--- config.mk ---
export PLATFORM = sky130hd
export DESIGN_NAME = wto_mem
export DESIGN_NICKNAME = d
export VERILOG_FILES = /design/src/rtl/mipmapped_wavetable_oscillator_macros.svh /design/src/rtl/wto_mem.sv
export SDC_FILE = /design/constraint.sdc
export NUM_CORES = 1
export LEC_CHECK = 0
export ABC_AREA = 1
export BUFFER_PORTS_ARGS = -buffer_cell sky130_fd_sc_hd__buf_2
export CAP_MARGIN = 5
export CORE_AREA = 2 2 65 67
export DETAILED_ROUTE_END_ITERATION = 8
export DIE_AREA = 0 0 67 69
export PLACE_DENSITY = 0.72
export SLEW_MARGIN = 20
export SYNTH_ARGS = -nofsm -noshare
export SYNTH_HDL_FRONTEND = slang
export SYNTH_SLANG_ARGS = --single-unit
--- constraint.sdc ---
create_clock -name clk_i -period 1.7 [get_ports clk_i]
set_input_delay 0.255 -clock clk_i [delete_from_list [all_inputs] [get_ports clk_i]]
set_output_delay 0.255 -clock clk_i [all_outputs]
set_load 0.01 [all_outputs]
--- src/rtl/mipmapped_wavetable_oscillator_macros.svh ---
// Assertion macros for the wavetable oscillator.
`ifndef MIPMAPPED_WAVETABLE_OSCILLATOR_MACROS_SVH
`define MIPMAPPED_WAVETABLE_OSCILLATOR_MACROS_SVH

`ifndef SYNTHESIS

`define WTO_ASSERT(label, prop, msg) \
  label: assert property (@(posedge clk_i) disable iff (!rst_ni) (prop)) else $error(msg);

`define WTO_ASSERT_ALWAYS(label, prop, msg) \
  label: assert property (@(posedge clk_i) (prop)) else $error(msg);

`else

`define WTO_ASSERT(label, prop, msg)
`define WTO_ASSERT_ALWAYS(label, prop, msg)

`endif

`endif

--- src/rtl/wto_mem.sv ---
// Single-port wave memory with registered read data.
`default_nettype none

module wto_mem #(
  parameter int DEPTH = 2,
  parameter int AW    = 1,
  parameter int DW    = 16
) (
  input  wire logic          clk_i,
  input  wire logic          en_i,
  input  wire logic          we_i,
  input  wire logic [AW-1:0] addr_i,
  input  wire logic [DW-1:0] wdata_i,
  output logic      [DW-1:0] rdata_o
);

  logic [DW-1:0] mem_q [DEPTH];
  logic [DW-1:0] rdata_q;

  always_ff @(posedge clk_i) begin
    if (en_i) begin
      if (we_i) begin
        mem_q[addr_i] <= wdata_i;
      end else begin
        rdata_q <= mem_q[addr_i];
      end
    end
  end

  assign rdata_o = rdata_q;

endmodule

`default_nettype wire

==> impl_metrics.yaml <==
sta:
  setup_viol: 0
  worstMarginPinSlew_ns: 0.439
  final.setup.worst_slack_ns: 0.628
  max_freq_mhz: 933
  fin_crit_ns: 1.07
  timing.final.hold_violations: 0
  rsz0062_at_grt: "no"
  finalSetupTns_ns: 0
  clock_skew_ns: 0.00461
  maxSlewViolCount: 0
  fin_crit_sh_pct: 63.1
  slew_headroom_pct: 70.7
floorplan:
  start_util_pct: 43.6
  rows: 23
  core_area_sq_um: 3910
  dieWidth_microns: 67
  die-area_sq_um: 4620
  pin_count: 36
  die_h_microns: 69
worst_setup_path:
  crit_family: "flip-flops"
  crit_start: "rdata_o[10]"
  ff2ff_setup_slack_ns: 0.94
  crit_fanout: 1
  critPathKind: "reg2out"
  startpoint_type: "flip-flop"
  cp_slowest_stage_delay_ns: 0.37
  reg2reg_from: "mem_q[0][10]"
  path_cells: "buf_2"
  cp-endpoint: "rdata_o[10]"
  crit_buf_inv: 1
  arrival_ns: 0.82
  r2r_cells: 2
  worstPathRequired_ns: 1.44
  critPathSlowestCell: "edfxtp_1"
  cp_num_cells: 1
  end_kind: "primary output"
  timing.rr.end: "rdata_o[10]"
grt:
  overflow: 0
  grt_pass1_vias: 877
  grt_pass1_wl_microns: 3990
  track_usage_pct: 12.1
  grt_start_max_net_pins: 18
  grt_antenna_before_repair: 0
routing:
  routed-wl-met3_microns: 152
  drt_first_pass_iters: 4
  vias_per_cell: 4.56
  dr.first_iter.drc_count: 37
  detail-route-antenna-nets: 0
  wl_microns: 2500
  m1WireLength_microns: 939
  avgRoutedWirePerCell_microns: 12.6
  vias: 907
  top_layer: "met4"
  drcViolationCount: 0
  met2_length_microns: 1350
min_path:
  hold_class: "in2reg"
placement:
  portBuffers: 35
  dp_hpwl_microns: 1800
  gp_congestion: 0.750
  dp_slack_ns: 0.433
yosys:
  syn_area_sq_um: 1710
  synth_seq_cells: 48
  syn_inst: 105
  synth-seq-area-share_pct: 84.4
  syn_area_per_cell_sq_um: 16.3
  synth_cell_types: 10
  synth_warnings: 0
  synth_nets: 125
clock_tree:
  clk_pin_slew_ns: 0.08
  cts_buffers: 5
  clock_latency_ns: 0.30
  clkSinkCount: 48
  clk_path_buf_depth: 2
  cts-htree-levels: 2
  cts-root-buf: "clkbuf_8"
  cts_tree: "yes"
  post-cts-setup-buffers: 0
  cts_resized: 0
  hold_buffers: 0
power:
  p_per_area_nw_per_um2: 1050
  ir_worst_vdd_uv: 769
  power_mw: 2.12
  p_leak_nw: 0.815
final_layout:
  n_fill_cell: 352
  nets: 168
  drive_gt1_share_pct: 34.9
  diodes: 0
  area_growth_pct: 18.2
run_status:
  status: "finished, final reports clean"
flow_run:
  maxCapViolations: 0
## per-stage QoR
stage,instances,area (sq um),utilization (%),hold WS (ns)
global placement,191,1940,49.5,0.450
floorplan,105,1710,-,0.354
global route,199,2020,51.6,0.137
finish,199,2020,51.6,0.141
detailed placement,191,1940,49.5,0.448
CTS,199,2020,51.6,0.137
## cell families (layout without fill, tap and decap cells)
kind of cell	count (synthesis)	count (layout)	share of synthesized area [%]
and+or+nand+nor	52	52	12.5
DFF	48	48	84.4
buffers and inverters	5	49	3.15
## registers in the layout (all words and copies together) (netlist names)
| register | flops |
|---|---|
| mem_q | 32 |
| rdata_o | 16 |
## final cells by class
| cell class | count | area, sq um | share of cell area [%] |
|---|---|---|---|
| Timing Repair Buffer | 39 | 205 | 10.2 |
| Inverter | 2 | 15.0 | 0.743 |
| Multi-Input combinational cell | 52 | 213 | 10.5 |
| Sequential cell | 48 | 1440 | 71.4 |
| Clock inverter | 3 | 13.8 | 0.682 |
| Clock buffer | 5 | 68.8 | 3.41 |
| Tap cell | 50 | 62.6 | 3.10 |
## layer usage
layer,track usage [%],vias to the layer above
met5,0,-
met4,6.12,0
met3,4.40,6
met2,20.2,31
met1,13.3,423
li1,-,447
## how the worst min path moves through the flow
stage                     cells after the start      endpoint         from
after global placement                        1   mem_q[1][6]   wdata_i[6]
after detailed placement                      1  mem_q[0][13]  wdata_i[13]
after global routing                          1   mem_q[1][8]   wdata_i[8]
final                                         1  mem_q[1][13]  wdata_i[13]
after floorplan                               0   mem_q[0][0]   wdata_i[0]
after CTS                                     1  mem_q[1][13]  wdata_i[13]
## cells in the mapped netlist
library cell / count / share of area (%)
buf_4: 1 / 0.44
nand2_1: 45 / 9.9
buf_12: 1 / 1.2
inv_1: 1 / 0.22
nor2_4: 1 / 0.66
edfxtp_1: 48 / 84
inv_8: 1 / 0.66
nand2_2: 4 / 1.5
nor2_1: 2 / 0.44
buf_6: 1 / 0.66
## where the power goes
part           total, mW  internal, mW  leakage (nW)  switching, mW
logic              0.119        0.0444         0.323         0.0744
clock network      0.625         0.279        0.0453          0.346
registers           1.37          1.36         0.448         0.0122
## cell usage in the layout, fill, tap and decap left out
cell      count
buf_2        35
buf_4         4
clkbuf_8      5
clkinv_1      1
clkinv_2      2
edfxtp_1     48
inv_1         1
inv_8         1
nand2_1      45
nand2_2       4
nor2_1        2
nor2_4        1
(Power assumes the default switching activity.)
