$ cat config.mk
export PLATFORM = sky130hd
export DESIGN_NAME = wto_lerp
export DESIGN_NICKNAME = d
export VERILOG_FILES = /design/src/rtl/mipmapped_wavetable_oscillator_macros.svh /design/src/rtl/wto_pkg.sv /design/src/rtl/wto_lerp.sv
export SDC_FILE = /design/constraint.sdc
export NUM_CORES = 1
export LEC_CHECK = 0
export BUFFER_PORTS_ARGS = -buffer_cell sky130_fd_sc_hd__buf_4
export CORE_UTILIZATION = 45
export DETAILED_ROUTE_END_ITERATION = 16
export REMOVE_ABC_BUFFERS = 1
export SYNTH_ARGS = -nofsm -noshare
export SYNTH_HDL_FRONTEND = slang
export SYNTH_SLANG_ARGS = --single-unit
$ cat constraint.sdc
create_clock -name clk_i -period 11.1 [get_ports clk_i]
set_clock_uncertainty 0.05 [all_clocks]
set_input_delay 2.775 -clock clk_i [delete_from_list [all_inputs] [get_ports clk_i]]
set_output_delay 2.775 -clock clk_i [all_outputs]
set_load 0.005 [all_outputs]
$ cat src/rtl/mipmapped_wavetable_oscillator_macros.svh
// Assertion macros for the wavetable oscillator.
`ifndef MIPMAPPED_WAVETABLE_OSCILLATOR_MACROS_SVH
`define MIPMAPPED_WAVETABLE_OSCILLATOR_MACROS_SVH

`ifndef SYNTHESIS

`define WTO_ASSERT(label, prop, msg) \
  label: assert property (@(posedge clk_i) disable iff (!rst_ni) (prop)) else $error(msg);

`define WTO_ASSERT_ALWAYS(label, prop, msg) \
  label: assert property (@(posedge clk_i) (prop)) else $error(msg);

`else

`define WTO_ASSERT(label, prop, msg)
`define WTO_ASSERT_ALWAYS(label, prop, msg)

`endif

`endif

$ cat src/rtl/wto_pkg.sv
// Shared types and constants of the wavetable oscillator.
`default_nettype none

package wto_pkg;

  localparam int NUM_TABLES_DEF       = 2;
  localparam int MIP_LEVELS_DEF       = 8;
  localparam int SAMPLES_PER_WAVE_DEF = 256;
  localparam int WAVES_PER_TABLE_DEF  = 64;
  localparam int SAMPLE_BITS_DEF      = 16;

  localparam int ADDR_W  = 18;
  localparam int DATA_W  = 16;
  localparam int POS_W   = 14;
  localparam int WAVE_W  = 6;
  localparam int FRAC_W  = 16;
  localparam int XF_W    = 8;
  localparam int CFG_IDX_W = 8;

  localparam logic [1:0] ACT_SAMPLE = 2'd0;
  localparam logic [1:0] ACT_WRITE  = 2'd1;
  localparam logic [1:0] ACT_CLEAR  = 2'd2;

  localparam logic [CFG_IDX_W-1:0] REG_PHASE_INC = 8'd0;
  localparam logic [CFG_IDX_W-1:0] REG_MIN_INC   = 8'd1;
  localparam logic [CFG_IDX_W-1:0] REG_TABLE_SEL = 8'd2;
  localparam logic [CFG_IDX_W-1:0] REG_WAVE_POS  = 8'd3;

  localparam logic [31:0] PHASE_INC_RST = 32'd39370534;
  localparam logic [31:0] MIN_INC_RST   = 32'd1789570;

  // mip level is raised while half-band samples times increment exceed this
  localparam logic [63:0] LEVEL_LIMIT = 64'h0000_0000_C000_0000;

  typedef struct packed {
    logic              en;
    logic [FRAC_W-1:0] frac;
  } lerp_ctrl_t;

endpackage

`default_nettype wire

$ cat src/rtl/wto_lerp.sv
// Shared interpolation unit: a + floor((b - a) * frac / 2^16), registered.
`default_nettype none

module wto_lerp #(
  parameter int DW = 16
) (
  input  wire logic                clk_i,
  input  wire wto_pkg::lerp_ctrl_t ctrl_i,
  input  wire logic signed [DW-1:0] a_i,
  input  wire logic signed [DW-1:0] b_i,
  output logic signed      [DW-1:0] res_o
);

  localparam int PW = DW + wto_pkg::FRAC_W + 2;

  logic signed [DW:0]   diff;
  logic signed [PW-1:0] prod;
  logic signed [PW-1:0] sum;
  logic signed [DW-1:0] res_q;

  assign diff = (DW+1)'(b_i) - (DW+1)'(a_i);
  assign prod = PW'(diff) * PW'($signed({1'b0, ctrl_i.frac}));
  assign sum  = PW'(a_i) + (prod >>> wto_pkg::FRAC_W);

  always_ff @(posedge clk_i) begin
    if (ctrl_i.en) begin
      res_q <= DW'(sum);
    end
  end

  assign res_o = res_q;

endmodule

`default_nettype wire
==> results of run 1 <==
Yosys cell counts, types with 9 or more instances:
cell	instances
nand2_1	132
nor2_1	38
and3_1	12
nand3_1	47
and2_1	92
o21ai_0	17
o211ai_1	24
inv_1	369
nor3_1	12
xor2_1	12
nand2b_1	20
xnor2_1	39
a21oi_1	27
edfxtp_1	16
ha_1	114
a21o_1	9
clkbuf_1	59
nor2b_1	22
fa_1	267
metrics by stage:
stage          cells  hold slack, ns  worst slack [ns]  area [µm²]  util [%]
2_1_floorplan   1360           2.838           -0.6287       12150         -
3_3_place_gp    1968           3.118            -1.034       14670     54.29
3_5_place_dp    1968           3.125            -1.156       14670     54.29
4_1_cts         1987           2.866           -0.3439       15170     56.14
5_1_grt         1995           2.859           -0.8526       15370     56.86
6_report        1995           2.860           -0.4898       15370     56.86
logic make-up after synthesis:
kind of cell,Yosys count
buf+inv,441
simple gates,396
fa+ha+maj,381
compound gates,140
xor+xnor,53
flops,16
area by class of cell:
type | instances | area (µm²)
timing repair buffer | 291 | 2302
fill | 2477 | 11660
sequential | 16 | 480.5
inverter | 374 | 1409
multi-input combinational | 970 | 10670
clock buffer | 3 | 75.07
tap | 341 | 426.7
layer usage:
| layer | wire (µm) | vias to the layer above |
|---|---|---|
| met2 | 15350 | 166 |
| met3 | 848 | 25 |
| met4 | 516 | 0 |
| li1 | - | 4766 |
| met5 | 0 | - |
| met1 | 14760 | 5056 |
worst min-delay path by stage:
stage / endpoint / cells after the start / slack, ns
after floorplan: res_o[0]$_DFFE_PP_ / 0 / 2.84
after global placement: res_o[13]$_DFFE_PP_ / 1 / 3.12
after detailed placement: res_o[11] / 1 / 3.12
after CTS: res_o[13]$_DFFE_PP_ / 1 / 2.87
after global routing: res_o[15]$_DFFE_PP_ / 1 / 2.86
final: res_o[13]$_DFFE_PP_ / 1 / 2.86
critical path: cells and delay by family:
kind	cells	cell delay, ns
buffers and inverters	7	0.56
and+or+nand+nor	6	1.31
AOI/OAI and AO/OA	14	2.70
xor gates and xnor gates	3	0.57
adders and majority gates	9	3.62
repair_timing:
action,in CTS,in global routing
pin swaps,84,30
gates resized for setup,68,28
setup buffers,19,11
setup endpoints to repair,7,9
==> impl_metrics.ini, run 1 <==
[synthesis]
synth_flop_cell = edfxtp_1
synth_area_leader_cell = fa_1
synth_edf_count = 16
synthArstFlopShare_pct = 0
synth_compound_area_share_pct = 8.233
synth_top_family_by_area = adder cells
synthSimpleGateAreaFrac_pct = 16.02
yosysSeqAreaShare_pct = 3.869
syn_area_per_cell_um2 = 8.701
synth_mux_area_share_pct = 0
synth_area_leaders = fa_1, ha_1, inv_1
syn_inst = 1427
synth_xor_area_share_pct = 3.910
synth_top_area_share_pct = 43.05
synth.cell_area_um2 = 12420
synthAdderAreaFrac_pct = 54.53
ys_ff_latch = 16
yosysWarnings = 0
ys_types = 62

[route]
vias = 10010
drt_first_pass_iters = 5
antenna_left = 0
routedWlPerCell_um = 15.78
vias_per_cell = 5.019
drt_wl_total_mm = 31.48
post-route-drc-count = 0
drt-initial-drc-count = 468

[clocking]
cts.root.buffer_cell = clkbuf_16
numCtsBuffers = 3
holdBufCountCts = 0
cts_max_path_buffers = 2
path_clk_slew_ns = 0.05
cts.sinks = 16
cts_tree = yes
htreeDepth = 1

[grt]
grt-ovfl-total = 0
met3_usage_pct = 1.740
grtUsageMet1_pct = 33.81
grt_pass1_wl_mm = 52.98
use_met2_pct = 40.14
grt-busiest-layer = met2
grt_pass1_vias = 10550
grt_max_degree = 23
antenna_found_initial = 0
track_usage_pct = 23.60

[sta]
rsz0062_at_grt = true
timing.fmax_ghz = 0.08628
setup_tns_ns = -0.6808
slew_viol_final = 0
relSlewSlack_pct = 62.01
fin_crit_ns = 11.59
hold_viol_final = 0
setup_viol = 4
timing.final.crit_share_pct = 104.4
worst_slew_pin_slew_ns = 0.5627
layout_setup_ws_ns = -0.4898

[finish]
drive_gt1_share_pct = 23.94
diodes = 0
mostFrequentLayoutCell = inv_1
layout_common_cells = inv_1, buf_4, fa_1
area_growth_pct = 23.75
largest_reg_flops = 16
fin_nets = 2087

[placed_design]
dp_hpwl_mm = 26.67
portBuffers = 65
routabilityCongestion = 0.8472

[die]
die_h_um = 168.1
chipWidth_um = 168.1
start_util_pct = 45.94
core-area_um2 = 27030
die-area_um2 = 28260
ios = 66
rows = 60

[worst_hold_path]
min_from = ctrl_i[16]
hold_class = input port to register

[worst_setup_path]
cp.arrival_ns = 11.54
worstPathMaxFanout = 7
critPathSlowestCell = fa_2
startpoint_type = input port
cp.required_ns = 11.05
crit_path_start = a_i[1]
cpPeakStageDelay_ns = 0.57
crit_path_end_kind = register
cp-endpoint = res_o[15]$_DFFE_PP_
worstSetupPathType = input port to register

[run]
drv_cap = 0

[run_status]
status = finished, violations left
violations = negative setup slack
Power of run 1 is not shown: default switching activity piles up to over one toggle a cycle in this logic, so the estimate is an artifact.
==> run 2: changes to the inputs <==
--- a/config.mk
+++ b/config.mk
@@ -5,10 +5,10 @@
 export SDC_FILE = /design/constraint.sdc
 export NUM_CORES = 1
 export LEC_CHECK = 0
+export ABC_AREA = 1
 export BUFFER_PORTS_ARGS = -buffer_cell sky130_fd_sc_hd__buf_4
 export CORE_UTILIZATION = 45
 export DETAILED_ROUTE_END_ITERATION = 16
-export REMOVE_ABC_BUFFERS = 1
 export SYNTH_ARGS = -nofsm -noshare
 export SYNTH_HDL_FRONTEND = slang
 export SYNTH_SLANG_ARGS = --single-unit
==> constraint.sdc (replaced) <==
create_clock -name clk_i -period 11.1 [get_ports clk_i]
set_clock_uncertainty 0.05 [all_clocks]
set_input_delay 2.22 -clock clk_i [delete_from_list [all_inputs] [get_ports clk_i]]
set_output_delay 2.22 -clock clk_i [all_outputs]
set_load 0.005 [all_outputs]
==> run 2 against run 1 <==
The run now ends clean. Via count grew 1.9%. Critical path depth grew 2. First-iteration DRC count grew 64%. Synthesized area is essentially flat. Design area shrank 12%. Utilization shrank 6.5 points. Setup slack gained 0.83 ns. Synthesized cell count grew 10%. Final cell count shrank 0.25%. Sequential share of layout area grew 0.41 points. Critical endpoint is now res_o[11]$_DFFE_PP_.
==> impl_metrics.ini, run 2 <==
[run_status]
status = complete, no violations

[run]
drv_cap = 0

[worst_setup_path]
critPathSlowestCell = fa_1
cpMostUsedCell = nand2_1
cp.arrival_ns = 10.69
startpoint_type = input port
crit_path_end_kind = register
worstPathMaxFanout = 9
cp.required_ns = 11.03
worstSetupPathType = input port to register
cpPeakStageDelay_ns = 0.55

[finish]
layout_common_cells = inv_1, fa_1, nand2_1
diodes = 0
fin_nets = 2082
area_growth_pct = 9.479
final_cell_area_um2 = 13600
mostFrequentLayoutCell = inv_1
largest_reg_flops = 16
drive_gt1_share_pct = 9.218

[die]
rows = 60
ios = 66
die-area_um2 = 28270
core-area_um2 = 27030
chipWidth_um = 168.1
die_h_um = 168.1
start_util_pct = 45.96

[placed_design]
dp_hpwl_mm = 32.22
placed_area_um2 = 13490
post-place-ws_ns = -0.1647
routabilityCongestion = 0.9200
portBuffers = 65

[sta]
fin_crit_ns = 10.76
layout_setup_ws_ns = 0.3434
timing.fmax_ghz = 0.09297
setup_tns_ns = 0
setup_viol = 0
slew_viol_final = 0
hold_viol_final = 0
worst_slew_pin_slew_ns = 0.7007
relSlewSlack_pct = 53.23
timing.final.crit_share_pct = 96.91

[route]
antenna_left = 0
drt_wl_total_mm = 36.28
vias_per_cell = 5.129
drt_first_pass_iters = 7
drt-initial-drc-count = 768
post-route-drc-count = 0
routedWlPerCell_um = 18.23
vias = 10210

[synthesis]
synth_top_area_share_pct = 43.03
syn_inst = 1572
synth_commonest_cells = inv_1, fa_1, nand2_1, nor2_1, ha_1
synth_top_family_by_area = adder cells
synth_edf_count = 16
syn_area_per_cell_um2 = 7.901
synth_flop_cell = edfxtp_1
ys_ff_latch = 16
ys_types = 46
yosysSeqAreaShare_pct = 3.868
synth_mux_area_share_pct = 0
synthArstFlopShare_pct = 0
synth_compound_area_share_pct = 5.712
synthAdderAreaFrac_pct = 54.52
synth_xor_area_share_pct = 2.952
post-synth-top-count-cell = inv_1
yosysWarnings = 0
synth_fp_nets = 2003
synth.cell_area_um2 = 12420
synthSimpleGateAreaFrac_pct = 18.56
synth_area_leaders = fa_1, inv_1, ha_1
synth_area_leader_cell = fa_1

[clocking]
cts.root.buffer_cell = clkbuf_16
holdBufCountCts = 0
numCtsBuffers = 3
cts.sinks = 16
path_clk_slew_ns = 0.05
htreeDepth = 1
cts_max_path_buffers = 2
cts_tree = yes

[grt]
grt_pass1_vias = 10720
antenna_found_initial = 0
grt_pass1_wl_mm = 58.75
track_usage_pct = 27.14
grt-ovfl-total = 0
grt_max_degree = 18

[worst_hold_path]
holdPathStages = 2
hold_class = input port to register
[run 2: changes by cell type in the layout (fill, tap and decap cells not counted), moves of 48 or more]
cell,change
a21oi_1,+48
buf_4,-175
nor2_1,+147
nand2_1,+96
inv_1,+72
and2_1,-87
[run 2: repair_timing]
item | in CTS | in global routing
endpoints found under the hold margin | 0 | 0
gates resized for setup | 0 | 11
buffers inserted | 0 | 0
endpoints found under the setup margin | 0 | 10
[run 2: layout make-up]
cell class | instances | area [µm²]
inverter | 445 | 1670
timing repair buffer | 101 | 758.2
sequential | 16 | 480.5
multi-input combinational | 1084 | 10190
clock buffer | 3 | 75.07
tap | 341 | 426.7
fill | 2708 | 13430
[run 2: final timing paths]
kind | to | from | slack (ns)
worst max-delay path | res_o[11]$_DFFE_PP_ | a_i[8] | 0.34
worst min-delay path | res_o[0]$_DFFE_PP_ | a_i[0] | 2.25
[run 2: cell families (layout without fill, tap and decap cells)]
group,Yosys count,in the layout
compound gates,121,121
fa+ha+maj,381,381
buf+inv,472,549
flops,16,16
xor+xnor,38,38
simple gates,544,544
[run 2: critical path: cells and delay by family]
family	cells	cell delay, ns
adder cells (fa/ha/maj)	9	4.14
AND/OR/NAND/NOR	17	2.67
AO/OA/AOI/OAI	5	0.95
XOR/XNOR	2	0.26
buffers and inverters	8	0.44
[run 2: routing by layer]
metal | share of wire, % | wire length, µm | track usage (%) | vias to the layer above
met3 | 6.8 | 2471 | 4.231 | 37
met1 | 45 | 16160 | 38.19 | 5035
met2 | 47 | 16930 | 44.58 | 345
met5 | 0 | 0 | 0 | -
li1 | - | - | - | 4789
met4 | 2.0 | 715 | 5.178 | 0
[run 2: metrics by stage]
| stage | hold WS [ns] | util, % | cells |
|---|---|---|---|
| finish | 2.246 | 50.31 | 1990 |
| global route | 2.241 | 50.31 | 1990 |
| CTS | 2.249 | 50.19 | 1990 |
| detailed placement | 2.500 | 49.91 | 1987 |
| global placement | 2.495 | 49.91 | 1987 |
| floorplan | 2.283 | - | 1572 |
Power of run 2 is left out for the same reason.
